### src/hcb_ram.sv
// Generic single-write, single-read RAM with a registered read.
module hcb_ram #(
  parameter int WIDTH = 8,
  parameter int DEPTH = 32
) (
  input  logic                     clk,
  input  logic                     we,
  input  logic [$clog2(DEPTH)-1:0] waddr,
  input  logic [WIDTH-1:0]         wdata,
  input  logic [$clog2(DEPTH)-1:0] raddr,
  output logic [WIDTH-1:0]         rdata
);
  logic [WIDTH-1:0] mem [DEPTH];
  always_ff @(posedge clk) begin
    if (we) mem[waddr] <= wdata;
    rdata <= mem[raddr];
  end
endmodule

### config.mk
export PLATFORM = sky130hd
export DESIGN_NAME = hcb_ram
export DESIGN_NICKNAME = d
export VERILOG_FILES = /design/src/hcb_ram.sv
export SDC_FILE = /design/constraint.sdc
export NUM_CORES = 1
export LEC_CHECK = 0
export BUFFER_PORTS_ARGS = -buffer_cell sky130_fd_sc_hd__clkbuf_2
export CORE_MARGIN = 4
export CORE_UTILIZATION = 54
export DETAILED_ROUTE_END_ITERATION = 10
export HOLD_SLACK_MARGIN = 0.15
export PLACE_DENSITY = 0.71
export SLEW_MARGIN = 20
export SYNTH_ARGS = -nofsm -noshare
export SYNTH_HDL_FRONTEND = slang
export SYNTH_SLANG_ARGS = --single-unit
### constraint.sdc
create_clock -name clk -period 3.2 [get_ports clk]
set_input_delay 0.64 -clock clk [delete_from_list [all_inputs] [get_ports clk]]
set_output_delay 0.64 -clock clk [all_outputs]
set_load 0.01 [all_outputs]
==> results of run 1 <==
## cells in the final DEF, fill, tap and decap left out
| cell type | netlist | layout |
|---|---|---|
| bufinv_16 | 0 | 1 |
| mux4_2 | 80 | 80 |
| clkbuf_1 | 6 | 4 |
| nand3b_1 | 5 | 5 |
| mux2_2 | 8 | 8 |
| clkbuf_2 | 0 | 26 |
| edfxtp_1 | 256 | 256 |
| dfxtp_1 | 8 | 8 |
| clkinv_1 | 0 | 5 |
| clkinv_2 | 0 | 7 |
| or3b_2 | 3 | 3 |
| or3_1 | 1 | 1 |
| clkbuf_16 | 0 | 25 |
| nor2_1 | 33 | 33 |
| clkinvlp_4 | 0 | 1 |
| nand2_1 | 1 | 1 |
| buf_4 | 6 | 13 |
| nand3_1 | 2 | 2 |
| buf_12 | 0 | 3 |
## cells by family (layout without fill, tap and decap cells)
group	Yosys count	count (layout)
DFF	264	264
muxes	88	88
and+or+nand+nor	45	45
buffers and inverters	20	85
## area by class of cell
| cell class | instances | share of cell area, % |
|---|---|---|
| Sequential cell | 264 | 69.7 |
| Multi-Input combinational cell | 133 | 18.7 |
| Clock buffer | 29 | 5.69 |
| Timing Repair Buffer | 42 | 2.56 |
| Tap cell | 229 | 2.55 |
| Clock inverter | 14 | 0.812 |
## state kept, by name, indices dropped and copies added, names as in the netlist
signal / flops
rdata: 8
mem: 256
## routing by layer
| layer | vias up | routed length (um) | track usage [%] |
|---|---|---|---|
| li1 | 1867 | - | - |
| met1 | 2350 | 8370 | 31.7 |
| met2 | 234 | 9080 | 29.1 |
| met3 | 31 | 1730 | 3.34 |
| met4 | 0 | 405 | 4.47 |
| met5 | - | 0 | 0 |
## power by group through the flow
stage	Sequential [mW]	Combinational, mW	Clock (mW)
after CTS	3.87	0.362	2.72
after global routing	3.87	0.383	2.88
after floorplan	3.93	0.205	0
final	3.87	0.357	2.67
after detailed placement	3.94	0.362	0
after global placement	3.94	0.353	0
## metrics by stage
step	setup slack, ps	cell area, sq um	util, %	instances	total power [mW]
after CTS	1020	11300	62.0	711	6.95
after detailed placement	478	10500	58.0	668	4.30
final	1020	11300	62.0	711	6.90
after global routing	950	11300	62.0	711	7.13
after global placement	474	10500	58.0	668	4.29
after floorplan	758	10100	-	417	4.14
## final timing paths
| kind | start | endpoint | slack [ps] | cells after the start |
|---|---|---|---|---|
| worst max-delay path | raddr[0] | rdata[6] | 1020 | 5 |
| worst min-delay path | raddr[3] | rdata[0] | 640 | 2 |
| worst max register to register | mem[7][2] | rdata[2] | 1390 | 3 |
| worst min register to register | mem[4][6] | rdata[6] | 920 | 3 |
==> metrics.yaml, run 1 <==
grt:
  grt_pass1_vias: 4565
  overflow: 0
  grt_pass1_wl_um: 29500
  grtUsageTotal_pct: 19.7
  grt_max_degree: 65
  grt_antenna_before_repair: 0
sta:
  rsz0062_at_grt: "false"
  finalCritPeriodShare_pct: 68.0
  finalSetupTns_ps: 0
  skew_ps: 8.03
  slew_headroom_pct: 38.7
  slew_violations: 0
  timing.fmax_ghz: 0.459
  min_period_ps: 2180
  worst_pin_slew_ps: 916
  hold_viol: 0
  finalSetupViolCount: 0
  whs_ps: 637
setup_path:
  cp_data_required_time_ps: 3590
  cp_num_buf_inv: 2
  critPathLaunchType: "primary input"
  cp_max_fo: 34
  cp_common_cell: "mux4_2"
  cp.arrival_ps: 2570
  critPathKind: "in -> reg"
  slowest_delay_ps: 570
  cp_slowest_cell: "mux4_2"
  path_cells: "buf_4, buf_12, mux4_2, mux4_2, mux2_2"
  critical-path-top-delay-family: "multiplexers"
  endpoint_kind: "flop"
synthesis:
  syn-cell-area_sq_um: 10100
  syn-num-nets: 437
  synth_edf_count: 256
  synth_top_area_cell: "edfxtp_1"
  avgSynthCellArea_sq_um: 24.1
  yosysWarnings: 0
  synth_top_family_by_area: "multiplexers"
  netlist_instances: 417
  synth.area.top_cells: "edfxtp_1 (76%), mux4_2 (18%), dfxtp_1 (1.6%), nor2_1 (1.2%), mux2_2 (0.90%)"
  synthSimpleGateAreaFrac_pct: 2.07
  netlist.area_leader.share_pct: 76.5
  muxShareOfSynthArea_pct: 18.8
  async_flop_share_pct: 0
  ys_ff_latch: 264
  synth_top_cells_by_count: "edfxtp_1 (256), mux4_2 (80), nor2_1 (33), dfxtp_1 (8), mux2_2 (8)"
  ys_seq_area_share_pct: 78.1
  synth-xor-area-share_pct: 0
  synthDistinctLibCells: 15
  yosysMostFrequentCell: "edfxtp_1"
  synthFlopType: "edfxtp_1"
  synth_fa_ha_area_share_pct: 0
  synth_compound_area_share_pct: 0
place:
  place_congestion: 0.758
  dp_hpwl_um: 12000
  portBuffers: 27
clock_network:
  post_cts_buffers: 0
  cts_sinks: 264
  cts_root_buffer: "clkbuf_16"
  cts_tree: "yes"
  path_clk_slew_ps: 60
  numCtsBuffers: 25
  cts_hold_buf: 0
  clock_latency_ps: 510
  clockBufferDepth: 3
  cts-resized-gates: 0
  htree_levels: 1
power:
  clkPwrFrac_pct: 38.8
  p_int_mw: 5.51
  pwr-share-seq_pct: 56.1
  power_density_nw_per_um2: 613
  comb_power_share_pct: 5.2
  irDropWorstVdd_mv: 0.500
  net-switching-power_mw: 1.39
  p_sw_share_pct: 20.1
  power.leakage_nw: 3.54
layout:
  fillers: 1218
  seq_area_sq_um: 7850
  diodes: 0
  layout-drive-gt1-share_pct: 34.6
  nets: 486
  syn_to_final_growth_pct: 11.9
  multi_input_area_sq_um: 2100
routing:
  routed_wl_um: 19600
  drc_errors: 0
  vias: 4482
  drt_first_pass_iters: 5
  ant_nets: 0
  viasPerCell: 6.30
  first_iter_violations: 557
  wire_per_inst_um: 27.5
die:
  core_sq_um: 18100
  dieWidth_um: 144
  start_util_pct: 55.4
  ios: 28
  die_h_um: 144
  std_cell_rows: 49
  dieArea_sq_um: 20900
worst_hold_path:
  hp-class: "in -> reg"
outcome:
  status: "finished, final reports clean"
job:
  drv_cap: 0
Power figures use the tool's default switching activity.
==> inputs of run 2 (changes only) <==
- ABC_AREA: unset -> 1
- PLACE_DENSITY: 0.71 -> 0.73
- clock period: 3.2 -> 1.85 ns (I/O delays scaled with it)
==> metrics.yaml, run 2 <==
setup_path:
  critPathKind: "reg -> out"
  critPathLaunchType: "flop"
  cp_num_buf_inv: 1  # -1
  slowest_delay_ps: 430  # -140 ps
  cp_slowest_cell: "dfxtp_1"
  cp.arrival_ps: 1130  # -1440 ps
  cp_data_required_time_ps: 1480  # -2110 ps
  critical-path-top-delay-family: "flip-flops"
  endpoint_kind: "output pin"
  rrSetupSlack_ps: 700  # -690 ps
  cp_max_fo: 1  # -97%
  path_cells: "clkbuf_2"
routing:
  routed_wl_um: 25100  # +28%
  first_iter_violations: 697  # +25%
  drt_first_pass_iters: 5  # unchanged
  viasPerCell: 5.59  # -11%
  drc_errors: 0  # unchanged
  ant_nets: 0  # unchanged
  wire_per_inst_um: 19.7  # -28%
  vias: 7093  # +58%
grt:
  grtUsageTotal_pct: 22.7  # +3.0 points
  grt_antenna_before_repair: 0  # unchanged
  grt_pass1_wl_um: 38700  # +31%
  grt_pass1_vias: 6955  # +52%
  overflow: 0  # unchanged
  grt_max_degree: 73  # +12%
clock_network:
  cts_root_buffer: "clkbuf_16"
  clock_latency_ps: 530  # +20 ps
  clockBufferDepth: 3  # unchanged
  post_cts_buffers: 0  # unchanged
  cts_hold_buf: 0  # unchanged
  path_clk_slew_ps: 60  # about the same
  cts-resized-gates: 0  # unchanged
  htree_levels: 1  # unchanged
  cts_sinks: 264  # unchanged
  numCtsBuffers: 26  # +4.0%
  cts_tree: "yes"
layout:
  diodes: 0  # unchanged
  layout-drive-gt1-share_pct: 11.9  # -23 points
  layout_commonest_cell: "nand2_1"
  syn_to_final_growth_pct: 13.0
  multi_input_area_sq_um: 2490  # +19%
  layout_common_cells: "nand2_1 (360), edfxtp_1 (256), nand3_1 (204), buf_4 (52), nor2_1 (32)"
  seq_area_sq_um: 7850  # unchanged
  nets: 1005  # +110%
  finalNonFillerCells: 1269  # +78%
  fillers: 1546  # +27%
  reg_top3: "mem x256, rdata x8"
  utilization_pct: 62.4  # +0.42 points
  largest_reg_flops: 256  # unchanged
  top_register: "mem"
outcome:
  status: "finished, final reports clean"
sta:
  slew_violations: 0  # unchanged
  skew_ps: 5.67  # -2.36 ps
  slew_headroom_pct: 51.4  # +13 points
  timing.fmax_ghz: 0.667
  whs_ps: 231  # -406 ps
  hold_viol: 0  # unchanged
  finalSetupViolCount: 0  # unchanged
  finalCritPeriodShare_pct: 81.1
  rsz0062_at_grt: "false"
  min_period_ps: 1500
  finalSetupTns_ps: 0  # unchanged
  worst_pin_slew_ps: 728  # -188 ps
die:
  dieArea_sq_um: 22300  # +6.9%
  ios: 28  # unchanged
  die_h_um: 149  # +3.4%
  core_sq_um: 19500  # +7.6%
  start_util_pct: 55.2  # -0.16 points
  std_cell_rows: 51  # +4.1%
  dieWidth_um: 149  # +3.4%
synthesis:
  synth_edf_count: 256  # unchanged
  async_flop_share_pct: 0  # unchanged
  yosysMostFrequentCell: "nand2_1"
  netlist_instances: 922  # +120%
  avgSynthCellArea_sq_um: 11.7  # -51%
  synth_top_cells_by_count: "nand2_1 (360), edfxtp_1 (256), nand3_1 (204), nor2_1 (32), buf_6 (24)"
  ys_ff_latch: 264  # unchanged
  synthFlopType: "edfxtp_1"
  ys_seq_area_share_pct: 72.8  # -5.3 points
  yosysWarnings: 0  # unchanged
  syn-cell-area_sq_um: 10800  # +7.3%
  synth_top_area_cell: "edfxtp_1"
  synthDistinctLibCells: 12  # -3
  synth.area.top_cells: "edfxtp_1 (71%), nand2_1 (13%), nand3_1 (9.5%), buf_6 (2.5%), dfxtp_1 (1.5%)"
  syn-num-nets: 942  # +120%
  netlist.area_leader.share_pct: 71.3  # -5.2 points
power:
  power_mw: 12.4  # +80%
  power_density_nw_per_um2: 1020  # +66%
  power.leakage_nw: 4.61  # +30%
  irDropWorstVdd_mv: 0.743  # +49%
place:
  place_congestion: 0.800  # +5.7%
  dp_hpwl_um: 15100  # +26%
  dp_cells: 1222  # +83%
  portBuffers: 27  # unchanged
job:
  drv_cap: 0  # unchanged
worst_hold_path:
  hp-class: "in -> reg"
==> run 2: logic make-up after synthesis <==
kind of cell | count (synthesis) | synth area share (%)
AND/OR/NAND/NOR | 596 | 23.1
flip-flops | 264 | 72.8
buffers and inverters | 62 | 4.14
==> run 2: metrics by stage <==
step | instance area, sq um | setup WS (ps)
global placement | 11400 | 131
finish | 12200 | 350
floorplan | 10800 | 446
detailed placement | 11400 | 185
CTS | 12200 | 366
global route | 12200 | 359
==> run 2: layer usage <==
metal  vias to the layer above  wire, um  track usage, %
met5                         -         0               0
met4                         0       543            6.32
met3                        55      1890            3.16
met2                       292     12200            38.2
met1                      3425     10400            31.4
li1                       3321         -               -
==> run 2: final timing paths <==
| kind | endpoint | from | depth (start not counted) |
|---|---|---|---|
| max reg2reg | rdata[1] | mem[1][1] | 8 |
| max | rdata[7] | rdata[7] | 1 |
| min | rdata[2] | raddr[4] | 3 |
| min reg2reg | rdata[6] | mem[26][6] | 8 |
==> run 2: layout make-up <==
type	count	area share (%)
Inverter	10	0.318
Sequential cell	264	64.4
Multi-Input combinational cell	596	20.4
Clock buffer	36	5.82
Clock inverter	11	0.575
Tap cell	265	2.72
Timing Repair Buffer	87	5.75
==> run 2: where the power goes <==
part	internal [mW]	switching, mW
Combinational	0.242	0.574
Sequential	6.65	0.0406
Clock	2.80	2.10
Total	9.69	2.71
==> inputs of run 3 (changes only) <==
- clock period: 1.85 -> 1.2 ns (I/O delays scaled with it)
==> metrics.yaml, run 3 (synthesized netlist as in run 2, its figures left out) <==
layout:
  layout_common_cells: "nand2_1 (359), edfxtp_1 (256), nand3_1 (194), buf_4 (71), nor2_1 (30)"
  finalNonFillerCells: 1297  # +2.2%
  top_register: "mem"
  layout_commonest_cell: "nand2_1"
  layout-drive-gt1-share_pct: 17.2  # +5.3 points
  reg_top3: "mem x256, rdata x8"
  largest_reg_flops: 256  # unchanged
  fillers: 1478  # -4.4%
  diodes: 0  # unchanged
  syn_to_final_growth_pct: 17.2
  seq_area_sq_um: 7860  # +0.16%
  nets: 1033  # +2.8%
  multi_input_area_sq_um: 2550  # +2.3%
grt:
  overflow: 0  # unchanged
  grt_max_degree: 42  # -42%
  grtUsageTotal_pct: 23.6  # +0.88 points
  grt_pass1_wl_um: 39800  # +2.8%
  grt_antenna_before_repair: 0  # unchanged
  grt_pass1_vias: 7076  # +1.7%
power:
  power.leakage_nw: 4.83  # +4.7%
  p_sw_share_pct: 22.1  # +0.17 points
  clkPwrFrac_pct: 39.1  # -0.4 points
  net-switching-power_mw: 4.26  # +57%
  irDropWorstVdd_mv: 1.45  # +96%
  power_density_nw_per_um2: 1530  # +50%
  p_int_mw: 15.1  # +55%
  comb_power_share_pct: 7.5  # +0.9 points
  pwr-share-seq_pct: 53.4  # -0.5 points
routing:
  drt_first_pass_iters: 6  # +1
  viasPerCell: 5.58  # about the same
  drc_errors: 0  # unchanged
  wire_per_inst_um: 20.0  # +1.5%
  first_iter_violations: 855  # +23%
  vias: 7243  # +2.1%
  ant_nets: 0  # unchanged
  routed_wl_um: 26000  # +3.7%
sta:
  finalSetupViolCount: 5  # +5
  rsz0062_at_grt: "true"
  finalSetupTns_ps: -86.4  # -86.4 ps
  min_period_ps: 1240
  skew_ps: 9.47  # +3.80 ps
  finalCritPeriodShare_pct: 103
  hold_viol: 0  # unchanged
  slew_headroom_pct: 60.2  # +8.7 points
  slew_violations: 0  # unchanged
  timing.fmax_ghz: 0.809
  worst_pin_slew_ps: 596  # -132 ps
  setup_slack_ps: -36.1  # -386 ps
die:
  std_cell_rows: 51  # unchanged
  dieArea_sq_um: 22300  # unchanged
  ios: 28  # unchanged
  dieWidth_um: 149  # unchanged
  die_h_um: 149  # unchanged
  start_util_pct: 55.2  # unchanged
  core_sq_um: 19500  # unchanged
setup_path:
  path_cells: "buf_6"
  cp_slowest_cell: "dfxtp_4"
  critPathLaunchType: "flop"
  endpoint_kind: "output pin"
  cp_max_fo: 1  # unchanged
  critical-path-top-delay-family: "flip-flops"
  critPathKind: "reg -> out"
  cp_data_required_time_ps: 960  # -520 ps
  cp_num_buf_inv: 1  # unchanged
  cp.arrival_ps: 1000  # -130 ps
  slowest_delay_ps: 360  # -70 ps
clock_network:
  htree_levels: 1  # unchanged
  cts_sinks: 264  # unchanged
  cts_tree: "yes"
  clockBufferDepth: 3  # unchanged
  clock_latency_ps: 520  # about the same
  path_clk_slew_ps: 60  # about the same
  cts_root_buffer: "clkbuf_16"
  numCtsBuffers: 26  # unchanged
outcome:
  status: "finished with violations"
  violations: "setup timing"
place:
  portBuffers: 27  # unchanged
  dp_cells: 1248  # +2.1%
  place_congestion: 0.837  # +4.6%
  dp_hpwl_um: 16100  # +6.9%
worst_hold_path:
  hp-class: "in -> reg"
job:
  drv_cap: 0  # unchanged
==> run 3: cell type report <==
cell class	count	share of cell area (%)
clock buffers	34	5.79
clock inverters	13	0.584
inverters	10	0.307
multi-input cells	596	20.2
flip-flops and latches	264	62.2
well taps	265	2.62
repair buffers	115	8.36
==> run 3: routing by layer <==
| layer | vias to the layer above | share of wire [%] | wire [um] | global-route usage, % |
|---|---|---|---|---|
| li1 | 3388 | - | - | - |
| met1 | 3405 | 39 | 10200 | 33.3 |
| met2 | 408 | 48 | 12600 | 38.4 |
| met3 | 42 | 10 | 2630 | 4.38 |
| met4 | 0 | 2.1 | 553 | 6.09 |
| met5 | - | 0 | 0 | 0 |
==> run 3: stage by stage <==
stage               total power, mW  cell area [sq um]  hold WS (ps)  utilization, %  worst slack, ps
floorplan                      11.2              10800           339               -            -74.0
global placement               11.8              11700           627            59.9             -297
detailed placement             11.9              11700           643            59.9             -328
CTS                            19.4              12500           231            64.2            -84.4
global route                   20.0              12600           255            64.8            -63.8
finish                         19.3              12600           257            64.8            -36.1
==> run 3: what timing repair did <==
action,in CTS,in global routing
hold endpoints to repair,29,0
endpoints found under the setup margin,8,15
hold buffers,2,0
gates resized for setup,9,27
cloned,0,0
setup buffers,0,0
pin swaps,0,6
==> run 3: final timing paths <==
kind                   end  cells past startpoint  slack, ps        from
setup reg to reg  rdata[7]                      8         50   mem[1][7]
hold / removal    rdata[2]                      6        260    raddr[3]
hold reg to reg   rdata[5]                      8        760  mem[14][5]
setup / recovery  rdata[2]                      1        -40    rdata[2]
==> run 3: power groups by stage <==
stage          clock network [mW]  logic [mW]  registers (mW)
2_1_floorplan                   0       0.740            10.5
3_3_place_gp                    0        1.34            10.5
3_5_place_dp                    0        1.36            10.5
4_1_cts                      7.67        1.38            10.3
5_1_grt                      8.10        1.57            10.3
6_report                     7.56        1.44            10.3
